[src/rtl/csvs_ram.sv]
// ----------------------------------------------------------------------------
// csvs_ram
// generic single-port-write, single-port-read ram with registered read
// ----------------------------------------------------------------------------
`default_nettype none
module csvs_ram #(
  parameter int unsigned Width = 32,
  parameter int unsigned Depth = 32
) (
  input  wire logic                     clk_i,
  input  wire logic                     we_i,
  input  wire logic [$clog2(Depth)-1:0] waddr_i,
  input  wire logic [Width-1:0]         wdata_i,
  input  wire logic [$clog2(Depth)-1:0] raddr_i,
  output logic      [Width-1:0]         rdata_o
);
  logic [Width-1:0] mem_q [Depth];

  always_ff @(posedge clk_i) begin
    if (we_i) begin
      mem_q[waddr_i] <= wdata_i;
    end
    rdata_o <= mem_q[raddr_i];
  end
endmodule
`default_nettype wire

[config.mk]
export PLATFORM = sky130hd
export DESIGN_NAME = csvs_ram
export DESIGN_NICKNAME = d
export VERILOG_FILES = /design/src/rtl/csvs_ram.sv
export SDC_FILE = /design/constraint.sdc
export NUM_CORES = 1
export LEC_CHECK = 0
export BUFFER_PORTS_ARGS = -buffer_cell sky130_fd_sc_hd__buf_2
export CAP_MARGIN = 20
export CORE_UTILIZATION = 49
export CTS_CLUSTER_SIZE = 12
export DETAILED_ROUTE_END_ITERATION = 7
export PLACE_DENSITY_LB_ADDON = 0.05
export RECOVER_POWER = 50
export SKIP_LAST_GASP = 1
export SLEW_MARGIN = 40
export SYNTH_ARGS = -nofsm -noshare
export SYNTH_HDL_FRONTEND = slang
export SYNTH_SLANG_ARGS = --single-unit
[constraint.sdc]
create_clock -name clk_i -period 6.45 [get_ports clk_i]
set_input_delay 1.29 -clock clk_i [delete_from_list [all_inputs] [get_ports clk_i]]
set_output_delay 1.29 -clock clk_i [all_outputs]
set_load 0.01 [all_outputs]
## After elaboration in Yosys (flattened, before gate mapping)

Memories as Yosys holds them, arrays and structs flattened. A register that Yosys moved wholly into a read port is not among the register bits.
Index checks and enable logic that the tools add are counted.

- Mux-type cells: 2

Operator list:

| cell | number |
|---|---|
| $mux W1 | 2 |

- Output and inout bits: 32
- Flip-flop bits (word level): 0
- Input bits: 44
- Bits in writable memories: 1024
- Word-level logic and storage cells: 3
- Memories: 1

Memories:

| name | words | width | read ports | clocked after Yosys merged registers in | wr ports | line | source |
|---|---|---|---|---|---|---|---|
| mem_q | 32 | 32 | 1 | 1 | 1 | 17 | `logic [Width-1:0] mem_q [Depth];` |

## Longest topological paths before layout

- Word-level depth: 2
- Gate-level depth with buffers: 8
- Gate-level depth less buffers: 5

## Worst setup path after synthesis

OpenSTA, ideal clock, no wires.

- Path kind: input port to flip-flop
- Start: input waddr_i[1]
- End: memory mem_q[12][0], enable pin
- Slack: 2.726 ns
- Arrival time: 3.303 ns
- Stages on the path: 3
- Required time: 6.029 ns
- Setup time: 0.421 ns
- Path buffers: 1
- Cells stage by stage: or3b_2 > clkbuf_1 > nor2_1

RTL lines:

| what | line | source |
|---|---|---|
| start: declaration | 12 | `input wire logic [$clog2(Depth)-1:0] waddr_i,` |
| end: declaration | 17 |  |

No word-level cell before the write port.

==> results.cfg <==
[die]
fp.dieArea_um2 = 83800
die_h_um = 289
initial_utilization_pct = 49.4
ios = 76
die-width_um = 289
num_rows = 105
core_area_um2 = 82000

[power]
power_leakage_nw = 16.2
comb_power_share_pct = 5.2
p_int_w = 0.0115
clockPowerShare_pct = 42.0
swShare_pct = 21.2
ir_drop_uv = 216
p_seq_share_pct = 52.8
pwr_density_cell_nw_per_um2 = 313
p_sw_w = 0.00308

[synthesis]
synth_common_cells = edfxtp_1, mux2i_1, nand2_1, nand3_1
synth_edf_count = 1024
ys_ff_latch = 1056
async_flop_share_pct = 0
yosysTopAreaCell = edfxtp_1
yosys.area.top_type_share_pct = 76.0
yosysMostFrequentCell = edfxtp_1
synthXorXnorAreaFrac_pct = 0
synth-simple-area-share_pct = 3.10
synth_mux_area_share_pct = 12.7
synthAdderAreaFrac_pct = 0
syn_area_per_cell_um2 = 17.9
synth_compound_area_share_pct = 4.85
seq_area_frac_synth_pct = 77.5
synthFlopType = edfxtp_1
ys_top_cells_by_area = edfxtp_1, mux2i_1, a22oi_1, dfxtp_1, a22o_1
synth_cell_types = 25
synth_top_family_by_area = multiplexers
yosysWarnings = 0
syn_nets = 2304
syn_inst = 2260
synth_area_um2 = 40500

[layout]
final_nets = 2463
drive_gt1_share_pct = 13.1
areaGrowthSynthToFinish_pct = 14.7
fin_util_pct = 56.6
fin_area_um2 = 46400
nFillCells = 6315

[sta]
hold_ws_ns = 0.602
finalHoldViolations = 0
drv_slew = 628
tightest_slew_ns = 1.98
max_freq_mhz = 306
relSlewSlack_pct = -31.9
fin_crit_ns = 3.27
fin_crit_sh_pct = 50.6
fin_setup_tns_ns = 0
setup_viol = 0
rsz0062_at_grt = no
skew_ns = 0.0226

[clock_network]
clock_path_buffers = 3
ctsResizeCount = 0
clock_latency_ns = 0.67
cts.hold.buffers_added = 0
htreeDepth = 3
cts_setup_buffers = 0
clk_pin_slew_ns = 0.06
cts-root-buf = clkbuf_16
cts_buffers = 110
cts_tree = built
cts.sinks = 1056

[critical_path]
r2r_slack_ns = 4.69
cp-end-kind = flip-flop
crit_path_start_kind = input pin
worst_r2r_endpoint = rdata_o[13]$_DFF_P_
critPathKind = in2reg
worstPathRequired_ns = 6.92
arrival_ns = 3.74
r2r-start = mem_q[7][13]$_DFFE_PP_
critPathMaxFanout = 72
reg2regPathDepth = 5

[global_route]
met1_usage_pct = 34.9
grt_pass1_wl_mm = 150
grt_max_degree = 73
met3_usage_pct = 3.81
antenna_found_initial = 4
busiest_layer = met2
grt_pass1_vias = 21200
grtUsageMet2_pct = 41.9
grt-ovfl-total = 0
track_usage_pct = 25.4

[route]
antenna_left = 0
vias = 21000
viasPerCell = 5.86
wl_per_cell_um = 29.4
post-route-drc-count = 0
drtPass1Iterations = 7
finalWirelength_mm = 105
first_iter_violations = 1984

[placed_design]
hpwl_mm = 63.5
port_buffers = 75
gp_congestion = 0.809
placed_cell_area_um2 = 43000

[hold_path]
min_from = mem_q[10][22]$_DFFE_PP_
hold_path_end = rdata_o[22]$_DFF_P_
hp-class = reg2reg
holdPathStages = 4

[status]
status = complete, but fails checks
violations = capacitance limit, slew limit

[run]
cap_violations = 20
cell type report:
type	count	area (µm²)	area share, %
sequential	1056	31400	67.6
multi-input combinational	1077	8580	18.5
clock buffer	161	3180	6.85
timing repair buffer	174	1610	3.47
tap	1070	1340	2.88
clock inverter	36	314	0.677
antenna	3	7.51	0.0162
kinds of logic after synthesis:
logic type	after synthesis
AOI/OAI and AO/OA	288
buffers and inverters	127
DFF	1056
muxes	512
and+or+nand+nor	277
sequential cells by signal, summed over array words and instances, names as in the netlist:
signal and count:
mem_q 1024, rdata_o 32
power groups by stage:
stage / sequential [W] / combinational (W) / clock [W]
floorplan: 0.00781 / 0.000394 / 0
global placement: 0.00782 / 0.000748 / 0
detailed placement: 0.00782 / 0.000766 / 0
CTS: 0.00768 / 0.000768 / 0.00622
global route: 0.00769 / 0.000808 / 0.00647
finish: 0.00768 / 0.000756 / 0.00610
critical path, stage by stage:
cell     delay, ns
buf_8         0.51
buf_4         0.59
mux2i_1       0.26
a22o_1        0.18
nor3_1        0.06
a31oi_1       0.49
nand3_1       0.28
metal layers:
metal,share of wire [%],up-vias
li1,-,9321
met1,43,10900
met2,49,608
met3,5.4,137
met4,2.3,2
met5,0.016,-
worst max-delay path by stage:
| stage | cells past startpoint | start | end |
|---|---|---|---|
| finish | 7 | raddr_i[0] | rdata_o[11]$_DFF_P_ |
| global route | 8 | raddr_i[0] | rdata_o[5]$_DFF_P_ |
| CTS | 6 | raddr_i[0] | rdata_o[26]$_DFF_P_ |
| detailed placement | 6 | raddr_i[0] | rdata_o[26]$_DFF_P_ |
| global placement | 6 | raddr_i[0] | rdata_o[26]$_DFF_P_ |
| floorplan | 3 | waddr_i[1] | mem_q[12][0]$_DFFE_PP_ |
placed cells by master (no fill, tap or decap), types with 3 or more instances in the layout:
| cell type | netlist | final |
|---|---|---|
| edfxtp_1 | 1024 | 1024 |
| mux2i_1 | 512 | 512 |
| clkbuf_16 | 0 | 114 |
| nand3_1 | 98 | 98 |
| nand2_1 | 98 | 97 |
| a22oi_1 | 96 | 96 |
| a21oi_1 | 96 | 96 |
| clkbuf_1 | 46 | 69 |
| a22o_1 | 64 | 64 |
| buf_4 | 33 | 60 |
| buf_2 | 26 | 40 |
| nor3_1 | 32 | 32 |
| dfxtp_1 | 32 | 32 |
| a31oi_1 | 32 | 31 |
| nor2_4 | 0 | 27 |
| buf_16 | 0 | 20 |
| clkinv_2 | 0 | 16 |
| clkbuf_8 | 0 | 15 |
| buf_8 | 0 | 12 |
| clkinv_1 | 0 | 11 |
| nor2_1 | 34 | 7 |
| nand3b_1 | 5 | 5 |
| bufinv_16 | 0 | 5 |
| buf_12 | 0 | 4 |
| diode_2 | 0 | 3 |
| or3b_2 | 3 | 3 |
| inv_6 | 0 | 3 |
metrics by stage:
stage,instances,power [W],setup WS (ns)
finish,3577,0.0145,3.18
global route,3574,0.0150,3.00
CTS,3573,0.0147,3.15
detailed placement,3376,0.00859,2.44
global placement,3342,0.00857,2.44
floorplan,2260,0.00821,2.73
No activity file was read; power rests on OpenSTA's default activity.
