--- config.mk ---
export PLATFORM = sky130hd
export DESIGN_NAME = csvs_div
export DESIGN_NICKNAME = d
export VERILOG_FILES = /design/src/rtl/csvs_pkg.sv /design/src/rtl/csvs_div.sv
export SDC_FILE = /design/constraint.sdc
export NUM_CORES = 1
export LEC_CHECK = 0
export BUFFER_PORTS_ARGS = -buffer_cell sky130_fd_sc_hd__buf_2
export CAP_MARGIN = 0
export CORE_MARGIN = 10
export CORE_UTILIZATION = 36
export CTS_BUF_LIST = sky130_fd_sc_hd__clkbuf_4
export DETAILED_ROUTE_END_ITERATION = 8
export GPL_ROUTABILITY_DRIVEN = 0
export PLACE_DENSITY = 0.62
export SYNTH_ARGS = -nofsm -noshare
export SYNTH_HDL_FRONTEND = slang
export SYNTH_SLANG_ARGS = --single-unit
--- constraint.sdc ---
create_clock -name clk_i -period 9.8 [get_ports clk_i]
set_input_delay 0.98 -clock clk_i [delete_from_list [all_inputs] [get_ports clk_i]]
set_output_delay 0.98 -clock clk_i [all_outputs]
set_load 0.05 [all_outputs]
--- src/rtl/csvs_pkg.sv ---
// ----------------------------------------------------------------------------
// csvs_pkg
// shared constants, types and helpers for the clamped spline velocity solver
// ----------------------------------------------------------------------------
`default_nettype none
package csvs_pkg;
  localparam int unsigned MaxPoints = 32;
  localparam int unsigned AddrW = $clog2(MaxPoints);
  localparam int unsigned CntW = $clog2(MaxPoints + 1);
  localparam int unsigned ScrAddrW = $clog2(2 * MaxPoints);

  localparam logic [1:0] StatusOk = 2'd0;
  localparam logic [1:0] StatusBadInterval = 2'd1;
  localparam logic [1:0] StatusOverflow = 2'd2;

  localparam logic signed [31:0] SatMax = 32'sh7FFF_FFFF;
  localparam logic signed [31:0] SatMin = 32'sh8000_0000;

  // divider request and reply between the sequencer and the divider
  typedef struct packed {
    logic              start;
    logic signed [63:0] num;
    logic signed [31:0] den;
  } div_req_t;

  typedef struct packed {
    logic              done;
    logic signed [31:0] quo;
  } div_rsp_t;

  function automatic logic signed [31:0] sat32(input logic signed [65:0] v);
    if (v > 66'sd2147483647) begin
      return SatMax;
    end else if (v < -66'sd2147483648) begin
      return SatMin;
    end
    return v[31:0];
  endfunction

  // q16.16 product, truncated toward zero, saturated
  function automatic logic signed [31:0] qscale(input logic signed [63:0] p);
    logic signed [63:0] a;
    a = (p < 0) ? (p + 64'sd65535) : p;
    return sat32(66'(a >>> 16));
  endfunction
endpackage
`default_nettype wire

--- src/rtl/csvs_div.sv ---
// ----------------------------------------------------------------------------
// csvs_div
// radix-2 signed divider: 64 bit dividend by 32 bit divisor, saturated q
// ----------------------------------------------------------------------------
`default_nettype none
module csvs_div (
  input  wire logic               clk_i,
  input  wire logic               rst_ni,
  input  wire csvs_pkg::div_req_t req_i,
  output csvs_pkg::div_rsp_t      rsp_o
);
  import csvs_pkg::*;

  logic        busy_q, busy_d;
  logic [6:0]  cnt_q, cnt_d;
  logic [63:0] quo_q, quo_d;
  logic [32:0] rem_q, rem_d;
  logic [31:0] den_q, den_d;
  logic        neg_q, neg_d;
  logic        zero_q, zero_d;
  logic [1:0]  zsgn_q, zsgn_d;
  logic        done_q, done_d;
  logic [33:0] trial;
  logic [32:0] shifted;
  logic signed [65:0] sq;

  always_comb begin
    busy_d = busy_q;
    cnt_d = cnt_q;
    quo_d = quo_q;
    rem_d = rem_q;
    den_d = den_q;
    neg_d = neg_q;
    zero_d = zero_q;
    zsgn_d = zsgn_q;
    done_d = 1'b0;
    shifted = {rem_q[31:0], quo_q[63]};
    trial = {1'b0, shifted} - {2'b00, den_q};
    if (req_i.start) begin
      busy_d = 1'b1;
      cnt_d = 7'd0;
      quo_d = req_i.num[63] ? 64'(-req_i.num) : req_i.num;
      rem_d = '0;
      den_d = req_i.den[31] ? 32'(-req_i.den) : req_i.den;
      neg_d = req_i.num[63] ^ req_i.den[31];
      zero_d = (req_i.den == '0);
      zsgn_d = (req_i.num == '0) ? 2'd0 : (req_i.num[63] ? 2'd2 : 2'd1);
    end else if (busy_q) begin
      if (!trial[33]) begin
        rem_d = trial[32:0];
        quo_d = {quo_q[62:0], 1'b1};
      end else begin
        rem_d = shifted;
        quo_d = {quo_q[62:0], 1'b0};
      end
      cnt_d = cnt_q + 7'd1;
      if (cnt_q == 7'd63) begin
        busy_d = 1'b0;
        done_d = 1'b1;
      end
    end
  end

  always_ff @(posedge clk_i or negedge rst_ni) begin
    if (!rst_ni) begin
      busy_q <= 1'b0;
      done_q <= 1'b0;
    end else begin
      busy_q <= busy_d;
      done_q <= done_d;
    end
  end

  always_ff @(posedge clk_i) begin
    cnt_q <= cnt_d;
    quo_q <= quo_d;
    rem_q <= rem_d;
    den_q <= den_d;
    neg_q <= neg_d;
    zero_q <= zero_d;
    zsgn_q <= zsgn_d;
  end

  always_comb begin
    sq = neg_q ? -$signed({2'b00, quo_q}) : $signed({2'b00, quo_q});
    rsp_o.done = done_q;
    if (zero_q) begin
      rsp_o.quo = (zsgn_q == 2'd1) ? SatMax : ((zsgn_q == 2'd2) ? SatMin : '0);
    end else begin
      rsp_o.quo = sat32(sq);
    end
  end
endmodule
`default_nettype wire

=== After elaboration in Yosys (flattened, before gate mapping) ===
Cells that the tools add are included.

* Input port bits: 99
* Flip-flop bits (word level): 141
* Logic and storage cells: 47

* $add $sub $neg: 5
* Reductions and logical operators: 3
* $lt $le $gt $ge: 2
* Multiplexer cells: 23
* Equality and inequality tests: 3
* Bitwise gates (word level): 1

{| class="wikitable"
|+ Operators by type and width
! cell !! count
|-
| 2-to-1 mux 32 bit || 7
|-
| 2-to-1 mux 64 bit || 3
|-
| > comparator 66 x 32 -> 1 bit, second input constant || 1
|-
| less-than comparator 66 x 32 -> 1 bit, second input constant || 1
|-
| 2-to-1 mux 66 bit || 1
|-
| negator 64 -> 66 bit || 1
|-
| zero test 64 bit || 1
|-
| negator 64 bit || 1
|-
| subtractor 33 x 32 -> 34 bit || 1
|-
| zero test 32 bit || 1
|-
| negator 32 bit || 1
|-
| 2-to-1 mux 31 bit || 1
|-
| 2-to-1 mux 1 bit || 10
|-
| adder 7 x 1 -> 7 bit, second input constant || 1
|-
| equality test 7 x 6 -> 1 bit, second input constant || 1
|-
| equality test 2 x 1 -> 1 bit, second input constant || 1
|-
| equality test 2 bit, second input constant || 1
|-
| 2-to-1 mux 2 bit || 1
|-
| nonzero test 2 bit || 1
|-
| bitwise XOR 1 bit || 1
|}

=== Depth between registers and ports, before layout ===
* Depth in word-level cells: 8
* Gate-level depth with buffers: 14
* Gate-level depth less buffers: 13

=== Worst setup path before layout ===
No wires, ideal clock.

* Path type: reg-to-output
* From: register quo_q[11]
* To: output port rsp_o[22] (netlist bit)
* Stages on the path, launching flop included: 12
* Required time: 8.820 ns
* Data arrival time: 4.265 ns
* Path slack: 4.555 ns
* Cells stage by stage: edfxtp_1 > or4_4 > nor4_4 > nand4_1 > nor2_1 > a41o_1 > xor2_1 > or4_1 > nor4_1 > a31oi_1 > clkbuf_1 > o21ai_1

{| class="wikitable"
|+ RTL lines
! item !! RTL line !! text
|-
| from (decl) || csvs_div.sv:16 || <nowiki>logic [63:0] quo_q, quo_d;</nowiki>
|-
| from (signal assigned) || csvs_div.sv:76 || <nowiki>quo_q <= quo_d;</nowiki>
|-
| to (decl) || csvs_div.sv:10 || <nowiki>output csvs_pkg::div_rsp_t rsp_o</nowiki>
|}

==> results.toml <==
[yosys]
yosys_warnings = 0
gate_count_post_synth = 1339
synth.area.top_cells = "edfxtp_1 26%, xor2_1 8.3%, dfxtp_1 6.9%"
ys_seq_elements = 141
synth_cell_types = 87
number_of_flops_mapped_to_enable_cells_by_yosys = 100
post-synth-top-area-fraction_pct = 26.5
synth_fp_nets = 1475
mappedNetlistArea_um2 = 11300
synth_flop_cell = "edfxtp_1"
synth-async-reset-ratio_pct = 1.42
postSynthAreaPerCell_um2 = 8.46
synth-seq-area-share_pct = 33.8
synth_top_cell_by_area = "edfxtp_1"

[clocking]
root_buffer = "clkbuf_4"
hold_buffers = 0
cts_tree = "done"
clk-insertion-delay-late_ns = 0.58
cts.repair.resized = 0
max-clock-path-buffers = 2
post-cts-setup-buffers = 0
clkTransAtPathRegs_ns = 0.15
cts_inserted_buffers = 17
cts.sink_count = 141
cts_htree_levels = 4

[global_routing]
antenna_violations_before_repair = 2
vias_in_the_first_global_route = 9628
grt_util_all_layers_pct = 15.4
pin_count_of_the_biggest_net_entering_global_routing = 80
grt_pass1_wl_um = 49800
grt_overflow = 0

[sta]
count_of_final_max_slew_check_failures = 0
worst_slack_ns = 2.88
tightestPinTransition_ns = 1.16
final.min_clock_period_ns = 6.92
timing.slew.headroom_pct = 21.8
min_period_over_period_pct = 70.6
hold_violations = 0
final-setup-viol-count = 0
max_clock_freq_mhz = 145
worst_hold_slack_ns = 0.188
unrepaired_setup_endpoints_after_global_routing = "false"
final.setup.tns_ns = 0
layout_skew_ns = 0.0351

[outcome]
status = "completed"

[worst_setup_path]
worst-path-buf-inv = 1
cp_slowest_cell = "nor4_1"
worst-endpoint-arrival_ns = 5.94
criticalPathCategory = "flip-flop to primary output"
critical_path.max_fanout = 31
cp_data_required_time_ns = 8.82
max_stage_delay_ns = 0.99
timing.critical_path.from_type = "flip-flop"
cp-end-kind = "primary output"
cpLargestDelayFamily = "simple AND/OR/NAND/NOR gates"
critical_path_cell_sequence = "nor4_1, nand4_1, or3_1, o31ai_1, nand4b_1, or4_1, or4_4, o32ai_4, o21ai_1, buf_2"

[power_and_ir_drop]
static-leakage-power_nw = 4.72
switching_power_w = 0.000603
worst_ir_drop_vdd_v = 0.0000552
internal-power_w = 0.000995
netSwitchingFraction_pct = 37.7
power_frac_clock_pct = 24.2
pwr-share-seq_pct = 48.0
power.share.combinational_pct = 27.8
powerDensity_nw_per_um2 = 128

[min_path]
hold_path.class = "input port to async pin"

[floorplanning]
die-width_um = 197
die-area_um2 = 39000
pin_count = 132
placement_rows = 64
core-area_um2 = 30800
floorplan.initialDensity_pct = 36.8
fp.dieH_um = 197

[flow_run]
cap_violations = 0

[detailed_routing]
initialDrtViolationCount = 663
antenna_violating_nets_post_route = 0
vias_per_cell = 5.53
drt-pass1-iter-count = 5
post-route-drc-count = 0
route.vias.total = 10100
detail_route.wl_per_cell_um = 16.8
totalWireLength_um = 30700

[placed_design]
placedInstanceArea_um2 = 12200
dp_worst_setup_slack_ns = 3.56
detailed_place_hpwl_um = 22900
port_buffers = 131

[finish]
post_route_cells_drive_above_1_share_pct = 15.0
finalNetCount = 1552
flow.area_growth_from_synthesis_pct = 9.88
postLayoutCellArea_um2 = 12500
-- cells in the final DEF (no fill, tap or decap), drive strengths merged, types with 7 or more instances in the layout --
| cell | synthesis | layout |
|---|---|---|
| a311oi | 24 | 24 |
| nand2b | 13 | 13 |
| a31oi | 8 | 8 |
| o21ai | 100 | 100 |
| o41ai | 27 | 27 |
| mux2i | 7 | 7 |
| xor2 | 108 | 108 |
| edfxtp | 100 | 100 |
| or3 | 18 | 18 |
| o31ai | 51 | 51 |
| nand2 | 124 | 124 |
| xnor2 | 65 | 65 |
| clkbuf | 71 | 17 |
| a21oi | 105 | 105 |
| or2 | 11 | 11 |
| nand3 | 22 | 22 |
| nor2b | 7 | 7 |
| buf | 9 | 138 |
| ha | 36 | 36 |
| and3 | 8 | 8 |
| nand4 | 17 | 17 |
| nor3 | 29 | 29 |
| nor2 | 139 | 139 |
| a21o | 13 | 13 |
| nor4 | 19 | 19 |
| inv | 55 | 67 |
| dfxtp | 39 | 39 |
| o21a | 7 | 7 |
| or4 | 28 | 28 |
-- cell usage after synthesis (all sizes together), types with 4 or more instances --
| cell | number |
|---|---|
| and4 | 4 |
| xnor2 | 65 |
| a211oi | 6 |
| clkbuf | 71 |
| a21oi | 105 |
| xor2 | 108 |
| or3 | 18 |
| or4 | 28 |
| nor3 | 29 |
| a21o | 13 |
| o41ai | 27 |
| nand3 | 22 |
| dfxtp | 39 |
| buf | 9 |
| o22ai | 5 |
| and3 | 8 |
| nand2b | 13 |
| o21ai | 100 |
| ha | 36 |
| nor2 | 139 |
| edfxtp | 100 |
| nand2 | 124 |
| nor2b | 7 |
| o21a | 7 |
| nor4 | 19 |
| or2 | 11 |
| a31oi | 8 |
| nand4 | 17 |
| and2 | 4 |
| a311oi | 24 |
| o31ai | 51 |
| mux2i | 7 |
| inv | 55 |
-- area by class of cell --
cell class	count	area [µm²]
multi-input combinational	1062	6920
fill	3118	18400
clock inverter	15	150
timing repair buffer	138	714
inverter	56	210
sequential	141	3830
antenna	1	2.50
tap	396	495
clock buffer	17	128
-- sequential cells by signal, indices dropped and copies added (netlist names) --
signal / flops
cnt_q: 7
rem_q: 32
den_q: 32
zero_q: 1
done_q: 1
neg_q: 1
quo_q: 64
zsgn_q: 2
busy_q: 1
-- layer usage --
| metal | GRT usage (%) | share of wire, % |
|---|---|---|
| met5 | 0 | 0.042 |
| met3 | 2.95 | 5.7 |
| met1 | 20.4 | 46 |
| met2 | 25.6 | 47 |
| met4 | 3.13 | 1.1 |
-- logic make-up (layout without fill, tap and decap cells) --
group / Yosys count / in the layout / share of synthesized area [%]
simple gates: 461 / 461 / 20.4
other cells: 0 / 1 / 0
buf+inv: 136 / 226 / 5.23
compound gates: 383 / 383 / 22.3
fa+ha+maj: 37 / 37 / 4.15
mux: 8 / 8 / 0.718
flops: 141 / 141 / 33.8
xor+xnor: 173 / 173 / 13.4
-- path summary, 6_finish.rpt --
kind                                             start                endpoint  slack, ns  cells after the start
worst max-delay path               quo_q[20]$_DFFE_PP_               rsp_o[15]       2.88                     10
worst min-delay path                            rst_ni        busy_q$_DFF_PN0_       0.19                      1
worst max register to register     quo_q[63]$_DFFE_PP_  rem_q[14]$_SDFFE_PP0P_       4.96                     12
worst min register to register  rem_q[31]$_SDFFE_PP0P_  rem_q[31]$_SDFFE_PP0P_       0.48                      2
max in group asynchronous                       rst_ni        busy_q$_DFF_PN0_       9.51                      1
min in group clk_i              rem_q[31]$_SDFFE_PP0P_  rem_q[31]$_SDFFE_PP0P_       0.48                      2
-- through the flow --
stage | power [W] | util (%) | cells
floorplan | 0.00109 | - | 1339
detailed placement | 0.00122 | 39.5 | 1793
global route | 0.00169 | 40.4 | 1826
global placement | 0.00121 | 39.5 | 1793
CTS | 0.00161 | 40.4 | 1825
finish | 0.00160 | 40.4 | 1826
-- power by group through the flow --
| stage | logic (W) | clock network [W] | registers [W] |
|---|---|---|---|
| final | 0.000444 | 0.000387 | 0.000766 |
| after CTS | 0.000445 | 0.000401 | 0.000765 |
| after detailed placement | 0.000442 | 0 | 0.000778 |
| after global placement | 0.000438 | 0 | 0.000776 |
| after floorplan | 0.000347 | 0 | 0.000743 |
| after global routing | 0.000489 | 0.000425 | 0.000775 |
(Power assumes the default switching activity.)
